**config.mk**
```make
export PLATFORM = sky130hd
export DESIGN_NAME = fba_ctrl
export DESIGN_NICKNAME = d
export VERILOG_FILES = /design/src/hdl/fba_pkg.sv /design/src/hdl/fba_ctrl.sv
export SDC_FILE = /design/constraint.sdc
export NUM_CORES = 1
export LEC_CHECK = 0
export ABC_AREA = 0
export BUFFER_PORTS_ARGS = -buffer_cell sky130_fd_sc_hd__buf_4
export CAP_MARGIN = 20
export CORE_MARGIN = 3
export CORE_UTILIZATION = 50
export DETAILED_ROUTE_END_ITERATION = 6
export GPL_TIMING_DRIVEN = 0
export HOLD_SLACK_MARGIN = 0.06
export PLACE_DENSITY_LB_ADDON = 0.08
export SLEW_MARGIN = 30
export SYNTH_ARGS = -nofsm -noshare
export SYNTH_HDL_FRONTEND = slang
export SYNTH_SLANG_ARGS = --single-unit
```
**constraint.sdc**
```tcl
create_clock -name clock -period 10.7 [get_ports clock]
set_clock_uncertainty 0.15 [all_clocks]
set_input_delay 1.07 -clock clock [delete_from_list [all_inputs] [get_ports clock]]
set_output_delay 1.07 -clock clock [all_outputs]
set_load 0.005 [all_outputs]
```
**src/hdl/fba_pkg.sv**
```systemverilog
`default_nettype none
package fba_pkg;

   // Number of blocks in the link memory and the widths that follow from it
   localparam int BLOCK_COUNT = 1024;
   localparam int IDX_W       = 10;
   localparam int EXT_W       = 11;
   localparam int STEP_W      = 7;
   localparam int CSR_IDX_W   = 2;
   localparam int CSR_DATA_W  = 11;

   localparam logic [EXT_W-1:0] BLOCK_LIMIT = EXT_W'(BLOCK_COUNT);

   typedef enum logic [0:0] {
      OP_ALLOC = 1'b0,
      OP_FREE  = 1'b1
   } op_type;

   typedef enum logic [1:0] {
      STATUS_OK        = 2'd0,
      STATUS_EXHAUSTED = 2'd1,
      STATUS_INVALID   = 2'd2
   } status_type;

   typedef enum logic [CSR_IDX_W-1:0] {
      CSR_GROW_STEP      = 2'd0,
      CSR_INITIAL_EXTENT = 2'd1
   } csr_index_type;

   typedef enum logic [1:0] {
      S_IDLE,
      S_POP,
      S_GROW
   } state_type;

   // Link memory access: one write and one read address per cycle
   typedef struct packed {
      logic             wr_en;
      logic [IDX_W-1:0] wr_addr;
      logic [IDX_W-1:0] wr_data;
      logic [IDX_W-1:0] rd_addr;
   } mem_req_type;

   typedef struct packed {
      logic             valid;
      logic [IDX_W-1:0] granted_index;
      status_type       status;
   } result_type;

endpackage
`default_nettype wire

```
**src/hdl/fba_ctrl.sv**
```systemverilog
`default_nettype none
module fba_ctrl (
   input  wire logic                            clock,
   input  wire logic                            reset,
   input  wire logic                            req_valid,
   output logic                                 req_ready,
   input  wire fba_pkg::op_type                 req_op,
   input  wire logic [fba_pkg::IDX_W-1:0]       req_block_index,
   input  wire logic                            csr_valid,
   output logic                                 csr_ready,
   input  wire logic [fba_pkg::CSR_IDX_W-1:0]   csr_index,
   input  wire logic [fba_pkg::CSR_DATA_W-1:0]  csr_wdata,
   input  wire logic                            out_free,
   output fba_pkg::mem_req_type                 mem_req,
   input  wire logic [fba_pkg::IDX_W-1:0]       mem_rd_data,
   output fba_pkg::result_type                  result
);

   fba_pkg::state_type state_ff, state_in;

   logic [fba_pkg::IDX_W-1:0]  head_ff, head_in;
   logic [fba_pkg::EXT_W-1:0]  extent_ff, extent_in;
   logic [fba_pkg::STEP_W-1:0] grow_step_ff, grow_step_in;
   logic [fba_pkg::STEP_W-1:0] grow_count_ff, grow_count_in;
   logic [fba_pkg::IDX_W-1:0]  granted_ff, granted_in;

   logic                       req_accept;
   logic                       csr_accept;
   logic [fba_pkg::STEP_W-1:0] step;
   logic [fba_pkg::EXT_W:0]    grown_extent;
   logic                       can_grow;
   logic                       free_bad;
   logic                       grow_last;
   logic [fba_pkg::IDX_W-1:0]  grow_addr;
   logic [fba_pkg::EXT_W-1:0]  csr_extent;

   assign req_ready  = (state_ff == fba_pkg::S_IDLE) && out_free && !csr_valid;
   assign csr_ready  = (state_ff == fba_pkg::S_IDLE);
   assign req_accept = req_valid && req_ready;
   assign csr_accept = csr_valid && csr_ready;

   // A zero grow step acts as one
   assign step         = (grow_step_ff == '0) ? fba_pkg::STEP_W'(1) : grow_step_ff;
   assign grown_extent = {1'b0, extent_ff} + (fba_pkg::EXT_W + 1)'(step);
   assign can_grow     = (extent_ff <= fba_pkg::BLOCK_LIMIT)
                      && (grown_extent <= {1'b0, fba_pkg::BLOCK_LIMIT});
   assign free_bad     = (req_block_index == '0)
                      || ({1'b0, req_block_index} >= extent_ff);
   assign grow_last    = ({1'b0, grow_count_ff} + 8'd1) == {1'b0, step};
   assign grow_addr    = extent_ff[fba_pkg::IDX_W-1:0]
                       + fba_pkg::IDX_W'(grow_count_ff);
   assign csr_extent   = (csr_wdata == '0) ? fba_pkg::EXT_W'(1) : csr_wdata;

   // Next state
   always_comb begin
      state_in = state_ff;
      unique case (state_ff)
         fba_pkg::S_IDLE: begin
            if (req_accept && req_op == fba_pkg::OP_ALLOC) begin
               if (head_ff != '0) begin
                  state_in = fba_pkg::S_POP;
               end else if (can_grow) begin
                  state_in = fba_pkg::S_GROW;
               end
            end
         end
         fba_pkg::S_POP: begin
            state_in = fba_pkg::S_IDLE;
         end
         fba_pkg::S_GROW: begin
            if (grow_last) begin
               state_in = fba_pkg::S_IDLE;
            end
         end
         default: state_in = fba_pkg::S_IDLE;
      endcase
   end

   // Datapath, memory access and result
   always_comb begin
      head_in       = head_ff;
      extent_in     = extent_ff;
      grow_step_in  = grow_step_ff;
      grow_count_in = grow_count_ff;
      granted_in    = granted_ff;
      mem_req       = '0;
      result        = '0;
      result.status = fba_pkg::STATUS_OK;
      unique case (state_ff)
         fba_pkg::S_IDLE: begin
            if (csr_accept) begin
               unique case (csr_index)
                  fba_pkg::CSR_GROW_STEP: begin
                     grow_step_in = csr_wdata[fba_pkg::STEP_W-1:0];
                  end
                  fba_pkg::CSR_INITIAL_EXTENT: begin
                     extent_in = csr_extent;
                     head_in   = '0;
                  end
                  default: ;
               endcase
            end
            if (req_accept) begin
               if (req_op == fba_pkg::OP_FREE) begin
                  result.valid = 1'b1;
                  if (free_bad) begin
                     result.status = fba_pkg::STATUS_INVALID;
                  end else begin
                     // push onto the chain
                     mem_req.wr_en   = 1'b1;
                     mem_req.wr_addr = req_block_index;
                     mem_req.wr_data = head_ff;
                     head_in         = req_block_index;
                  end
               end else if (head_ff != '0) begin
                  mem_req.rd_addr = head_ff;
                  granted_in      = head_ff;
               end else if (can_grow) begin
                  grow_count_in = '0;
               end else begin
                  result.valid  = 1'b1;
                  result.status = fba_pkg::STATUS_EXHAUSTED;
               end
            end
         end
         fba_pkg::S_POP: begin
            // pop: follow the link and clear it
            head_in         = mem_rd_data;
            mem_req.wr_en   = 1'b1;
            mem_req.wr_addr = granted_ff;
            mem_req.wr_data = '0;
            result.valid         = 1'b1;
            result.granted_index = granted_ff;
         end
         fba_pkg::S_GROW: begin
            // link new blocks in order; the first is handed out at once,
            // so its link is cleared, and the last ends the chain
            mem_req.wr_en   = 1'b1;
            mem_req.wr_addr = grow_addr;
            mem_req.wr_data = (grow_count_ff == '0 || grow_last)
                            ? '0 : grow_addr + fba_pkg::IDX_W'(1);
            grow_count_in = grow_count_ff + fba_pkg::STEP_W'(1);
            if (grow_last) begin
               grow_count_in        = '0;
               extent_in            = grown_extent[fba_pkg::EXT_W-1:0];
               head_in              = (step == fba_pkg::STEP_W'(1)) ? '0
                                    : extent_ff[fba_pkg::IDX_W-1:0]
                                      + fba_pkg::IDX_W'(1);
               result.valid         = 1'b1;
               result.granted_index = extent_ff[fba_pkg::IDX_W-1:0];
            end
         end
         default: ;
      endcase
   end

   always_ff @(posedge clock) begin
      if (reset) begin
         state_ff      <= fba_pkg::S_IDLE;
         head_ff       <= '0;
         extent_ff     <= fba_pkg::EXT_W'(1);
         grow_step_ff  <= fba_pkg::STEP_W'(10);
         grow_count_ff <= '0;
      end else begin
         state_ff      <= state_in;
         head_ff       <= head_in;
         extent_ff     <= extent_in;
         grow_step_ff  <= grow_step_in;
         grow_count_ff <= grow_count_in;
      end
      granted_ff <= granted_in;
   end

endmodule
`default_nettype wire

```
==> metrics.log <==
INFO  metric path_clk_slew = 0.11 ns
INFO  metric standard_cell_with_the_maximum_stage_delay_on_the_critical_path = sky130_fd_sc_hd__nor3b_1
INFO  metric synth_compound_gate_area_share = 26.2%
INFO  metric post_cts_hold_buffer_count = 0
INFO  metric synth.largest_area_cell = sky130_fd_sc_hd__dfxtp_1
INFO  metric static-leakage-power = 2.19 nW
INFO  metric yosysWarningCount = 0
INFO  metric clk_path_buf_depth = 2
INFO  metric cts_max_level = 2
INFO  metric postRouteAntennaNets = 0
INFO  metric post_synth_main_area_contributors = sky130_fd_sc_hd__dfxtp_1 (16%), sky130_fd_sc_hd__ha_1 (9.3%), sky130_fd_sc_hd__edfxtp_1 (6.6%)
INFO  metric synth.yosys.seq_area_share = 22.8%
INFO  metric clk_root_buffer_cell = sky130_fd_sc_hd__clkbuf_8
INFO  metric grt_pass1_vias = 4771
INFO  metric synth_xor_xnor_area_share = 6.90%
INFO  metric globalRouteTotalUtil = 32.2%
INFO  metric timing_hold_violations_final = 0
INFO  metric synth_enable_flop_cells = 10
INFO  metric die-height = 102 µm
INFO  metric syn-cell-area = 4570 µm²
INFO  metric sequential_cell_area = 1040 µm²
INFO  metric post-synth-top-count-cell = sky130_fd_sc_hd__nand2_1
INFO  metric regToRegSetupSlack = 6.40 ns
INFO  metric crit_top_cell = sky130_fd_sc_hd__inv_1
INFO  metric floorplan.io_pins = 85
INFO  metric critPathLaunchType = flip-flop
INFO  metric fillers = 816
INFO  metric nNetsFinal = 749
INFO  metric synth_fp_nets = 659
INFO  metric tns = 0 ns
INFO  metric critPathArrivalTime = 4.42 ns
INFO  metric ys_seq_elements = 47
INFO  metric clock-sinks = 47
INFO  metric drt-wirelength-per-cell = 21.3 µm
INFO  metric netlist.area_leader.share = 16.2%
INFO  metric timing.slew.headroom = 40.1%
INFO  metric post_synth_mux_area_share = 2.90%
INFO  metric biggest_fanout_along_the_worst_timing_path = 7
INFO  metric place_hpwl = 13100 µm
INFO  metric synth-adder-area-share = 10.2%
INFO  metric combinational_family_with_the_most_area_after_synthesis = compound AO/OA/AOI/OAI gates
INFO  metric max_cap_viol_count = 0
INFO  metric detailroute.via_count = 5050
INFO  metric starting_drc_count_in_detailed_routing = 472
INFO  metric asyncSetResetFlopFracSynth = 0%
INFO  metric post_cts_resize_count = 0
INFO  metric hold_path.class = flip-flop to flip-flop
INFO  metric fmax = 0.177 GHz
INFO  metric postSynthAreaPerCell = 7.82 µm²
INFO  metric yosys.area_share.simple = 26.1%
INFO  metric endpoint_kind = primary output
INFO  metric antenna_found_initial = 0
INFO  metric antenna-diode-count = 0
INFO  metric clock_tree_from_tritoncts = built
INFO  metric run_status = finished, final reports clean
INFO  metric crit_required = 9.48 ns
INFO  metric core.rowCount = 34
INFO  metric placement.io_buffers = 83
INFO  metric drt-vias-per-instance = 6.45
INFO  metric power_density = 83.6 nW/µm²
INFO  metric post_synth_inst_count = 584
INFO  metric start_util = 51.9%
INFO  metric detail_route.drc_violations = 0
INFO  metric clock_insertion_delay_worst_skew = 0.32 ns
INFO  metric tightest_slew = 0.890 ns
INFO  metric post-route-period-util = 52.7%
INFO  metric grt_setup_unrepaired = no
INFO  metric drt_wl_total = 16700 µm
INFO  metric yosysUniqueCellTypes = 68
INFO  metric critPathKind = flip-flop to primary output
INFO  metric cts_post_setup_buffers_inserted = 0
INFO  metric grt_pass1_wl = 25700 µm
INFO  metric die_width = 102 µm
INFO  metric setup_violations = 0
INFO  metric final_gp_congestion = 0.960
INFO  metric fp.coreArea = 8810 µm²
INFO  metric multiInputGateArea = 3310 µm²
INFO  metric number_of_max_slew_violations_in_the_final_report = 0
INFO  metric layout_min_cycle_time = 5.64 ns
INFO  metric postSynth.topFlopCell = sky130_fd_sc_hd__dfxtp_1
INFO  metric finalHoldWorstSlack = 0.377 ns
INFO  metric iteration_count_of_the_initial_detailed_routing_pass = 6
INFO  metric die-area = 10300 µm²
INFO  metric post_route_cells_drive_above_1_share = 16.3%
INFO  metric tritoncts.num_buffers = 5
INFO  metric worst_ir_drop_vdd = 0.0000545 V
INFO  metric yosys-top-cells-count = sky130_fd_sc_hd__nand2_1 (53), sky130_fd_sc_hd__nor2_1 (50), sky130_fd_sc_hd__dfxtp_1 (37), sky130_fd_sc_hd__ha_1 (34), sky130_fd_sc_hd__a21oi_1 (32)
INFO  metric grt_start_max_net_pins = 17
INFO  metric area_growth = 18.8%
INFO  metric critical-path-max-stage-delay = 0.53 ns
INFO  metric grt.overflow.total = 0
INFO  metric path_cells = nor4_1 -> a21oi_1 -> inv_1 -> ha_1 -> inv_1 -> fa_1 -> xnor2_1 -> nor3b_1 -> nand3_1 -> or4_4 -> o21ba_4 -> o221ai_1 -> a21boi_1 -> o31a_1 -> buf_4
-- cells in the final DEF, fill, tap and decap left out, types with 11 or more instances in the layout --
| master | instances |
|---|---|
| sky130_fd_sc_hd__nand2_1 | 53 |
| sky130_fd_sc_hd__buf_4 | 83 |
| sky130_fd_sc_hd__nand3_1 | 22 |
| sky130_fd_sc_hd__xnor2_1 | 27 |
| sky130_fd_sc_hd__nor2b_1 | 23 |
| sky130_fd_sc_hd__dfxtp_1 | 37 |
| sky130_fd_sc_hd__and3_1 | 16 |
| sky130_fd_sc_hd__a211oi_1 | 14 |
| sky130_fd_sc_hd__clkbuf_1 | 30 |
| sky130_fd_sc_hd__mux2i_1 | 11 |
| sky130_fd_sc_hd__a21oi_1 | 32 |
| sky130_fd_sc_hd__inv_1 | 24 |
| sky130_fd_sc_hd__a22oi_1 | 20 |
| sky130_fd_sc_hd__ha_1 | 34 |
| sky130_fd_sc_hd__nor2_1 | 49 |
-- routing by layer --
metal  vias up  routed length, µm  global-route usage [%]
met1      2359               6970                    46.0
met5         -                  0                       0
met3        32               1920                    5.51
met2       304               7520                    50.6
met4         0                284                    7.57
li1       2355                  -                       -
-- final timing paths --
check	from	to	depth (start not counted)
worst max-delay path	grow_step_ff[2]	result[12]	15
worst min register to register	grow_step_ff[0]	grow_step_ff[0]	2
worst max register to register	grow_step_ff[2]	grow_count_ff[4]	14
worst min-delay path	grow_step_ff[0]	grow_step_ff[0]	2
-- worst max-delay path, delay by kind of cell, from the launching register on --
family                     cells  cell delay [ns]
and+or+nand+nor                4             1.47
AOI/OAI and AO/OA              5             1.17
adders and majority gates      2             0.60
DFF                            1             0.40
buffers and inverters          3             0.29
xor gates and xnor gates       1             0.17
-- state kept, by name (all words and copies together) (netlist names) --
signal         count
extent_ff         11
granted_ff        10
grow_count_ff      7
grow_step_ff       7
head_ff           10
state_ff           2
-- stage by stage --
| stage | total power, mW | util, % | worst slack [ns] | cell area (µm²) | cells |
|---|---|---|---|---|---|
| after floorplan | 0.281 | - | 6.27 | 4570 | 584 |
| after global placement | 0.330 | 60.5 | 5.50 | 5330 | 775 |
| after detailed placement | 0.334 | 60.6 | 5.47 | 5340 | 775 |
| after CTS | 0.450 | 61.7 | 5.09 | 5430 | 783 |
| after global routing | 0.472 | 61.7 | 4.77 | 5430 | 783 |
| final | 0.454 | 61.7 | 5.06 | 5430 | 783 |
-- final cells by class --
| class | instances | share of cell area [%] |
|---|---|---|
| repair buffers | 83 | 11.5 |
| clock inverters | 3 | 0.461 |
| multi-input cells | 478 | 61.0 |
| clock buffers | 5 | 1.27 |
| plain buffers | 34 | 2.40 |
| inverters | 25 | 1.73 |
| well taps | 108 | 2.49 |
| flip-flops and latches | 47 | 19.2 |
-- cell families after synthesis --
group,after synthesis
xor+xnor,36
compound gates,162
mux,13
flops,47
fa+ha+maj,36
simple gates,231
buf+inv,59
-- power breakdown --
part | internal, mW | switching (mW) | leakage [nW]
Combinational | 0.0536 | 0.0752 | 1.76
Clock | 0.0470 | 0.0726 | 0.0443
Sequential | 0.190 | 0.0157 | 0.390
Total | 0.290 | 0.164 | 2.19
(Power assumes the default switching activity.)
