File: config.mk
export PLATFORM = sky130hd
export DESIGN_NAME = fba_ram
export DESIGN_NICKNAME = d
export VERILOG_FILES = /design/src/hdl/fba_ram.sv
export SDC_FILE = /design/constraint.sdc
export NUM_CORES = 1
export LEC_CHECK = 0
export ABC_AREA = 1
export BUFFER_PORTS_ARGS = -buffer_cell sky130_fd_sc_hd__clkbuf_2
export CORE_MARGIN = 3
export CORE_UTILIZATION = 32
export CTS_CLUSTER_SIZE = 28
export DETAILED_ROUTE_END_ITERATION = 6
export MAX_ROUTING_LAYER = met4
export PLACE_DENSITY = 0.46
export SYNTH_ARGS = -nofsm -noshare
export SYNTH_HDL_FRONTEND = slang
export SYNTH_SLANG_ARGS = --single-unit
File: constraint.sdc
create_clock -name clock -period 1.5 [get_ports clock]
set_input_delay 0.15 -clock clock [delete_from_list [all_inputs] [get_ports clock]]
set_output_delay 0.15 -clock clock [all_outputs]
set_load 0.05 [all_outputs]
File: src/hdl/fba_ram.sv
`default_nettype none
module fba_ram #(
   parameter int WIDTH = 8,
   parameter int DEPTH = 16
) (
   input  wire logic                     clock,
   input  wire logic                     wr_en,
   input  wire logic [$clog2(DEPTH)-1:0] wr_addr,
   input  wire logic [WIDTH-1:0]         wr_data,
   input  wire logic [$clog2(DEPTH)-1:0] rd_addr,
   output logic      [WIDTH-1:0]         rd_data
);

   logic [WIDTH-1:0] mem_ff [DEPTH];
   logic [WIDTH-1:0] rd_data_ff;

   always_ff @(posedge clock) begin
      if (wr_en) begin
         mem_ff[wr_addr] <= wr_data;
      end
      rd_data_ff <= mem_ff[rd_addr];
   end

   assign rd_data = rd_data_ff;

endmodule
`default_nettype wire

==> metrics, run 1 <==
Worst Hold Endpoint=rd_data[3]; CP Buf/Inv Count=1; First DRT Iteration DRCs=260; P_int=7681 uW; Area contributors post-synth=edfxtp_1, nand2_1, nand3_1, inv_1, dfxtp_1; die area=19,670 um2; # rows=48; Switch Pwr=2018 uW; clock network fraction of total power=49.4%; leakage=0.003008 uW; Synth Register Bits=136; Least-Margin Pin Slew=0.5413 ns; ratio of cells with drive above 1 in the final layout=13.61%; post-synth cell types=12; WHS Path Cells=4; Cell Area, Synth=5767 um2; initial antenna violation count=0; post-layout minimum cycle time=1.258 ns; Final Max Slew Viols=0; number of max-cap violations=0; Die Height=140.2 um; Total GRT Usage=15.87%; DRC=0; cell accounting for the most synthesized area=edfxtp_1; Synth top area share=66.65%; top cell family by delay on the critical path=flip-flops; I/O Buffers=25; I/O pin cnt=26; Setup TNS=0 ns; vias=3,746; Clock Skew=0.009573 ns; core area=17,480 um2; endpoints failing setup=0; Max Freq=0.7946 GHz; Warnings, synthesis=0; Critical Path RT=1.35 ns; clock slew at reported path FFs=0.06 ns; pwr dens=1399 nW/um2; global-route wire length before repair=22,370 um; Post-CTS Hold Fix Bufs=0; Final ANT Viol Nets=0; syn nets=569; WL/cell=16.89 um; vias in the first global route=3,840; R2R Setup Slk=0.46 ns; period utilization=83.90%; R2R cell count=6; clock buffer depth=2; Worst path max stage delay=0.38 ns; combinational power share=6.5%; DRT Wirelength=14,100 um; reg-to-reg startpoint=mem_ff[1][2]; reg-to-reg endpoint=rd_data[2]; CTS Sinks=136; Initial Util=33.00%; slew margin rel.=63.87%; # diodes=0; RSZ-0062 raised after global routing=no; Seq pwr share=44.1%; CP Capture Type=output port; register area share after synthesis=69.43%; PostCTS Resize Cnt=0; vias per cell=4.486; CTS Root Cell=clkbuf_16; worst vdd ir=0.0008452 V; Setup crit start kind=flop; fin util=39.67%; syn_area_per_cell=10.47 um2; final-report hold violation count=0; Worst EP arrival=1.11 ns; critical path class=reg -> out; largest net degree at the start of global routing=49; status=complete, no violations; maximum level of the CTS H-tree=4; DR pass1 iterations=5; WHS=0.1915 ns; CP cell instances=clkbuf_2; Post-Syn Instances=551; CTS Buf Count=17; Area Overhead vs Synth=20.22%; Critical Path Fanout Max=1; CTS tree=done; Final nets=615; switch share=20.81%; hold path startpoint=rd_addr[3]; Die W=140.2 um; slowest CP cell=dfxtp_1; Design Power=9699 uW; grt ovf=0; GP Congestion=0.8064; HP Class=in -> reg; Post-CTS Setup Repair Bufs=0; dpl hpwl=8897 um; Worst-Skew Late Latency=0.42 ns
==> Yosys cell counts <==
| library cell | number |
|---|---|
| nand3_1 | 97 |
| inv_2 | 2 |
| buf_2 | 13 |
| inv_1 | 100 |
| buf_6 | 6 |
| nand3b_1 | 2 |
| dfxtp_1 | 8 |
| edfxtp_1 | 128 |
| buf_1 | 1 |
| nor2_1 | 17 |
| nand2_1 | 173 |
| buf_4 | 4 |
==> cell usage in the layout (no fill, tap or decap) <==
cell type,n
nand2_1,173
edfxtp_1,128
inv_1,100
nand3_1,97
clkbuf_2,25
buf_4,22
nor2_1,17
clkbuf_16,17
dfxtp_1,8
bufinv_16,7
clkinv_2,4
buf_12,4
inv_2,2
nand3b_1,2
clkinv_4,2
clkinv_1,2
==> stage by stage <==
| step | area (um2) | std cells | worst slack, ns |
|---|---|---|---|
| after global routing | 6933 | 835 | 0.2035 |
| after floorplan | 5767 | 551 | 0.3992 |
| after CTS | 6933 | 835 | 0.2150 |
| after detailed placement | 6252 | 803 | 0.1498 |
| final | 6933 | 835 | 0.2415 |
| after global placement | 6252 | 803 | 0.1542 |
==> final cells by class <==
type / count / area (um2)
clock buffer: 17 / 425.4
sequential: 136 / 4004
inverter: 102 / 382.9
multi-input combinational: 289 / 1214
tap: 225 / 281.5
clock inverter: 15 / 255.2
timing repair buffer: 51 / 370.4
fill: 1727 / 10540
==> worst register-to-register path: stages, from the launching register on <==
cell and delay [ns]:
edfxtp_1 0.36, inv_1 0.07, nand2_1 0.05, nand3_1 0.08, nand3_1 0.13, nand3_1 0.14, nand2_1 0.09
==> registers in the layout, indices dropped and copies added, names as in the netlist <==
register,flops
mem_ff,128
rd_data,8
==> cell families after synthesis <==
| kind of cell | synth area share [%] |
|---|---|
| buffers and inverters | 9.525 |
| flip-flops | 69.43 |
| AND/OR/NAND/NOR | 21.05 |
==> worst max path at each step <==
stage	from	to	cells after the start
after floorplan	wr_addr[2]	mem_ff[10][0]	2
after CTS	rd_data[4]	rd_data[4]	1
after detailed placement	rd_addr[0]	rd_data[2]	7
after global placement	rd_addr[0]	rd_data[7]	7
final	rd_data[6]	rd_data[6]	1
after global routing	rd_data[4]	rd_data[4]	1
==> power groups by stage <==
stage	registers, uW	logic (uW)	clock network [uW]
2_1_floorplan	4440	300	0
3_3_place_gp	4360	638	0
3_5_place_dp	4360	642	0
4_1_cts	4280	644	4880
5_1_grt	4280	700	5070
6_report	4280	628	4790
==> routing by layer <==
metal,GRT usage (%),share of wire (%),vias to the layer above
met4,7.904,3.0,0
met2,24.52,49,73
met5,-,0,-
met3,3.482,4.3,24
met1,19.77,44,1786
li1,-,-,1863
(Power assumes the default switching activity.)
==> run 2, diff against run 1 <==
ABC_AREA = 0   (was 1)
clock period = 1.2 ns   (was 1.5 ns; I/O delays follow)
==> run 2 against run 1 <==
Net effect: the run now ends with negative setup slack left; flip-flop and latch count unchanged; via count decreased by 36%; synthesized cell count decreased by 58%; critical path depth increased by 2; count of clock-buffer cells in the layout increased by 1; final cell count decreased by 38%; clock power increased by 11%; global-route usage decreased by 2.5 points; non-clock buffer count increased by 5; core utilization increased by 1.8 points; power increased by 17%; hold slack got worse by 0.041 ns.
==> metrics, run 2 <==
XOR/XNOR share of the synthesized area=0% (unchanged); Least-Margin Pin Slew=1.047 ns (+0.5057 ns); final-report hold violation count=0 (unchanged); Worst-Skew Late Latency=0.41 ns (about the same); Critical Path RT=1.48 ns (+0.13 ns); dpl hpwl=6824 um (-23%); adder-cell share of the synthesized area=0% (unchanged); Final WS setup=-0.08314 ns (-0.3247 ns); Critical Path Fanout Max=1 (unchanged); vias=2,414 (-36%); register area share after synthesis=77.78% (+8.4 points); I/O pin cnt=26 (unchanged); fin util=41.49% (+1.8 points); clock slew at reported path FFs=0.06 ns (about the same); # rows=45 (-6.3%); mux cell area share after synthesis=15.02% (+15 points); Post-Syn Instances=229 (-58%); Async SR Flop Fraction=0% (unchanged); ys flop type=edfxtp_1; Switch Pwr=2295 uW (+14%); endpoints failing setup=6 (+6); count leader, synth=edfxtp_1; Post-CTS Setup Repair Bufs=0 (unchanged); Area Overhead vs Synth=24.79%; CTS Sinks=136 (unchanged); Max Freq=0.7793 GHz; Clock Skew=0.008856 ns (-0.0007171 ns); ratio of cells with drive above 1 in the final layout=44.63% (+31 points); Synth Register Bits=136 (unchanged); violated checks=negative setup slack; CTS tree=done; CTS Root Cell=clkbuf_16; P_int=9029 uW (+18%); DRT Wirelength=10,560 um (-25%); First DRT Iteration DRCs=208 (-20%); combinational power share=6.0% (-0.5 points); leakage=0.002124 uW (-29%); Total GRT Usage=13.32% (-2.5 points); syn_area_per_cell=22.48 um2 (+110%); Die W=132.8 um (-5.3%); Area contributors post-synth=edfxtp_1, mux4_2, mux4_1, dfxtp_1, a22oi_1; Setup TNS=-0.2731 ns (-0.2731 ns); Final ANT Viol Nets=0 (unchanged); core area=15,480 um2 (-11%); Synth Area in Compound Gates=2.333% (+2.3 points); Post-synth EDFFs=128 (unchanged); # diodes=0 (unchanged); CP cell instances=mux4_2 > a22oi_2 > nand2_1; grt ovf=0 (unchanged); clock network fraction of total power=46.8% (-2.6 points); I/O Buffers=25 (unchanged); clock buffer depth=2 (unchanged); pwr dens=1763 nW/um2 (+26%); switch share=20.27% (-0.54 points); Synth top area share=74.67% (+8.0 points); Placed Instances=486 (-39%); number of max-cap violations=0 (unchanged); Post-synth top cells=edfxtp_1, mux4_2, a22oi_1; Warnings, synthesis=0 (unchanged); global-route wire length before repair=16,260 um (-27%); DR pass1 iterations=4 (-1); GP Congestion=0.6933 (-14%); largest family of logic cells by synthesized area=multiplexers; Cell Area, Synth=5147 um2 (-11%); commonest non-fill, non-tap cell in the layout=edfxtp_1; Initial Util=33.24% (+0.25 points); syn nets=247 (-57%); RSZ-0062 raised after global routing=yes; initial antenna violation count=0 (unchanged); CTS Buf Count=17 (unchanged); max reg flops=128 (unchanged); WL/cell=20.38 um (+21%); DRC=0 (unchanged); post-synth cell types=19 (+7); Die Height=132.8 um (-5.3%); vias in the first global route=2,595 (-32%); Setup crit start kind=flop; critical path class=reg -> reg; Top reg by flops=mem_ff; worst vdd ir=0.0009628 V (+14%); most frequent cells in the layout=edfxtp_1, mux4_2, buf_4; Worst path max stage delay=0.48 ns (+0.10 ns); CP Capture Type=flop; Final nets=312 (-49%); Final Max Slew Viols=0 (unchanged); period utilization=106.9%; reg-to-reg startpoint=mem_ff[3][4]; HP Class=in -> reg; hold path startpoint=wr_data[0]; cell accounting for the most synthesized area=edfxtp_1; slowest CP cell=mux4_2; vias per cell=4.660 (+3.9%); status=complete, but fails checks; post-layout minimum cycle time=1.283 ns; die area=17,640 um2 (-10%); maximum level of the CTS H-tree=4 (unchanged); simple-gate share of the synthesized area=3.184% (-18 points); slew margin rel.=30.06% (-34 points); Worst EP arrival=1.57 ns (+0.46 ns); Seq pwr share=47.2% (+3.1 points); beginning of the critical path=mem_ff[3][4]; Non-Filler Instances=518 (-38%); largest net degree at the start of global routing=18 (-63%)
==> run 2: power groups by stage <==
| stage | sequential [uW] | clock, uW | combinational [uW] |
|---|---|---|---|
| 6_report | 5350 | 5300 | 679 |
| 5_1_grt | 5360 | 5630 | 736 |
| 4_1_cts | 5350 | 5420 | 693 |
| 3_5_place_dp | 5450 | 0 | 664 |
| 3_3_place_gp | 5450 | 0 | 658 |
| 2_1_floorplan | 5540 | 0 | 286 |
==> run 2: cell families (layout without fill, tap and decap cells) <==
group,count (synthesis),in the layout
flip-flops,136,136
AO/OA/AOI/OAI,16,16
AND/OR/NAND/NOR,35,35
buffers and inverters,10,88
multiplexers,32,32
==> run 2: path summary, 6_finish.rpt <==
check,slack [ns],end,cells after the start
worst min-delay path,0.15,mem_ff[2][0],1
worst min register to register,0.67,rd_data[0],3
worst max register to register,-0.08,rd_data[4],3
worst max-delay path,-0.08,rd_data[4],3
==> run 2: stage by stage <==
step | hold WS (ns) | instance area (um2) | total power, uW | setup WS [ns]
finish | 0.1508 | 6424 | 11320 | -0.08314
global route | 0.1543 | 6424 | 11720 | -0.1118
CTS | 0.1381 | 6409 | 11460 | -0.09069
detailed placement | 0.5765 | 5792 | 6110 | -0.3769
global placement | 0.5752 | 5792 | 6105 | -0.3718
floorplan | 0.2189 | 5187 | 5830 | -0.05633
==> run 2: final cells by class <==
class | count | area (um2)
repair buffers | 56 | 447.9
well taps | 211 | 264.0
clock buffers | 18 | 429.2
clock inverters | 14 | 182.7
multi-input cells | 83 | 1096
fillers | 1359 | 9060
flip-flops and latches | 136 | 4004
==> run 2: what timing repair did <==
item,CTS,global route
gates resized for setup,19,6
gates cloned,0,0
pin swaps,8,5
hold buffers,0,0
setup endpoints to repair,9,11
==> run 2: routing by layer <==
layer	global-route usage [%]	part of all wire, %	vias up
met1	17.88	47	1274
met2	19.78	49	43
met5	-	0	-
met4	4.157	0.82	0
li1	-	-	1091
met3	3.802	3.0	6
==> run 2: worst max-delay path: cells and delay by family, from the launching register on <==
family	cells	cell delay [ns]
AOI/OAI and AO/OA	1	0.23
DFF	1	0.36
muxes	1	0.48
and+or+nand+nor	1	0.09
==> run 3, diff against run 2 <==
ABC_AREA = 1   (was 0)
==> run 3 against run 2 <==
Net effect: the run now ends clean; clock skew shrank 0.00097 ns; critical path depth shrank 2; global-route usage grew 2.5 points; worst setup slack gained 0.14 ns; first-iteration DRC count grew 65%; flip-flop and latch count is the same; power shrank 5.0%; sequential share of layout area shrank 4.2 points; via count grew 58%; count of clock-buffer cells in the layout grew 10; clock power shrank 14%; non-clock buffer count grew 5; critical path type is now reg -> out.
==> metrics, run 3 (same netlist as run 1, synthesis figures left out) <==
DR pass1 iterations=5 (+1); CTS Root Cell=clkbuf_16; clock network fraction of total power=42.5% (-4.3 points); GP Congestion=0.7961 (+15%); Final WS setup=0.05405 ns (+0.1372 ns); Placed Instances=813 (+67%); WL/cell=17.12 um (-16%); First DRT Iteration DRCs=344 (+65%); Initial Util=33.00% (-0.25 points); period utilization=95.50% (-11 points); Non-Filler Instances=845 (+63%); Worst path max stage delay=0.33 ns (-0.15 ns); number of max-cap violations=0 (unchanged); critical path class=reg -> out; slew margin rel.=67.97% (+38 points); Post-CTS Hold Fix Bufs=0 (unchanged); Max Freq=0.8726 GHz (+12%); combinational power share=7.7% (+1.7 points); Setup WS pre-CTS=-0.03106 ns (+0.3458 ns); DR WL met2=7108 um (+38%); commonest non-fill, non-tap cell in the layout=nand2_1; # rows=48 (+6.7%); largest net degree at the start of global routing=45 (+27); I/O pin cnt=26 (unchanged); Switch Pwr=2406 uW (+4.8%); Worst EP arrival=1.03 ns (-0.54 ns); Layout fillers=1,739 (+28%); grt ovf=0 (unchanged); Least-Margin Pin Slew=0.4805 ns (-0.5665 ns); worst vdd ir=0.0009727 V (+1.0%); WL met1=6539 um (+31%); most frequent cells in the layout=nand2_1, edfxtp_1, inv_1; ratio of cells with drive above 1 in the final layout=14.03% (-31 points); cell area after layout=6892 um2 (+7.3%); top cell family by delay on the critical path=flip-flops; CP cell instances=clkbuf_2; pwr dens=1561 nW/um2 (-11%); vias=3,821 (+58%); Top reg by flops=mem_ff; Total GRT Usage=15.80% (+2.5 points); clock buffer depth=2 (unchanged); Seq pwr share=49.8% (+2.6 points); Setup crit start kind=flop; fin util=39.43% (-2.1 points); Die Height=140.2 um (+5.6%); RSZ-0062 raised after global routing=no; global-route wire length before repair=22,250 um (+37%); leakage=0.002991 uW (+41%); Die W=140.2 um (+5.6%); DRT Wirelength=14,460 um (+37%); clock slew at reported path FFs=0.06 ns (about the same); Area Overhead vs Synth=19.51%; HP Class=in -> reg; Placed Area=6365 um2 (+9.9%); status=complete, no violations; Met3 Wirelength=570 um (+81%); max reg flops=128 (unchanged); slowest CP cell=dfxtp_1; final-report hold violation count=0 (unchanged); post-layout minimum cycle time=1.146 ns (-0.1372 ns); endpoints failing setup=0 (-6); Final nets=625 (+100%); Final Max Slew Viols=0 (unchanged); initial antenna violation count=0 (unchanged); Design Power=10,760 uW (-5.0%); vias in the first global route=3,805 (+47%); P_int=8353 uW (-7.5%); die area=19,670 um2 (+11%); Worst-Skew Late Latency=0.42 ns (about the same); CTS Sinks=136 (unchanged); I/O Buffers=25 (unchanged); CP Buf/Inv Count=1 (+1); maximum level of the CTS H-tree=4 (unchanged); # diodes=0 (unchanged); switch share=22.37% (+2.1 points); Final ANT Viol Nets=0 (unchanged); highest metal used=met4; core area=17,480 um2 (+13%); CTS tree=done; CTS Buf Count=17 (unchanged); dpl hpwl=9284 um (+36%); Critical Path Fanout Max=1 (unchanged); Clock Skew=0.007884 ns (-0.0009721 ns); Critical Path RT=1.08 ns (-0.40 ns); DRC=0 (unchanged); CP Capture Type=output port; vias per cell=4.522 (-3.0%)
==> run 3: changes by cell type in the layout (fill, tap and decap cells not counted), moves of 4 or more <==
cell       delta
nor2_1        +7
clkbuf_1      +7
a22oi_1       -5
nand2_1     +164
bufinv_16     -4
nand3_1      +96
buf_4         +6
a22oi_2      -11
mux4_2       -32
inv_1       +100
==> run 3: path summary, 6_finish.rpt <==
path                      start  cells after the start  slack, ns         end
setup reg to reg  mem_ff[15][6]                      6       0.19  rd_data[6]
hold reg to reg    mem_ff[2][4]                      6       0.67  rd_data[4]
hold / removal       rd_addr[3]                      4       0.17  rd_data[3]
setup / recovery     rd_data[3]                      1       0.05  rd_data[3]
==> run 3: area by class of cell <==
class                      count  area (um2)  share of cell area (%)
multi-input combinational    289        1214                   17.61
tap                          225       281.5                   4.085
sequential                   136        4004                   58.10
inverter                     102       382.9                   5.556
timing repair buffer          61       490.5                   7.117
clock inverter                 4       22.52                  0.3268
clock buffer                  28       496.7                   7.208
==> run 3: worst register-to-register path: stages (launching register included) <==
cell,delay [ns]
edfxtp_1,0.36
inv_1,0.06
nand2_1,0.04
nand3_1,0.08
nand3_1,0.12
nand3_1,0.19
nand2_1,0.06
==> run 3: power groups by stage <==
stage               registers, uW  logic [uW]  clock network, uW
floorplan                    5540         375                  0
global placement             5450         837                  0
detailed placement           5450         837                  0
CTS                          5350         846               4690
global route                 5360         913               4880
finish                       5350         829               4580
==> run 3: metal layers <==
layer / global-route usage [%] / vias to the layer above
met5: - / -
met4: 6.323 / 0
met3: 3.039 / 21
met2: 25.28 / 65
met1: 19.85 / 1848
li1: - / 1887
==> run 3: timing repair <==
item	4_1_cts	5_1_grt
setup endpoints to repair	3	2
buffers inserted	0	0
gates resized for setup	3	2
==> run 3: through the flow <==
stage / hold slack [ns] / TNS [ns]
floorplan: 0.2189 / 0
global placement: 0.6134 / -0.1421
detailed placement: 0.6066 / -0.08155
CTS: 0.1633 / 0
global route: 0.1966 / 0
finish: 0.1742 / 0
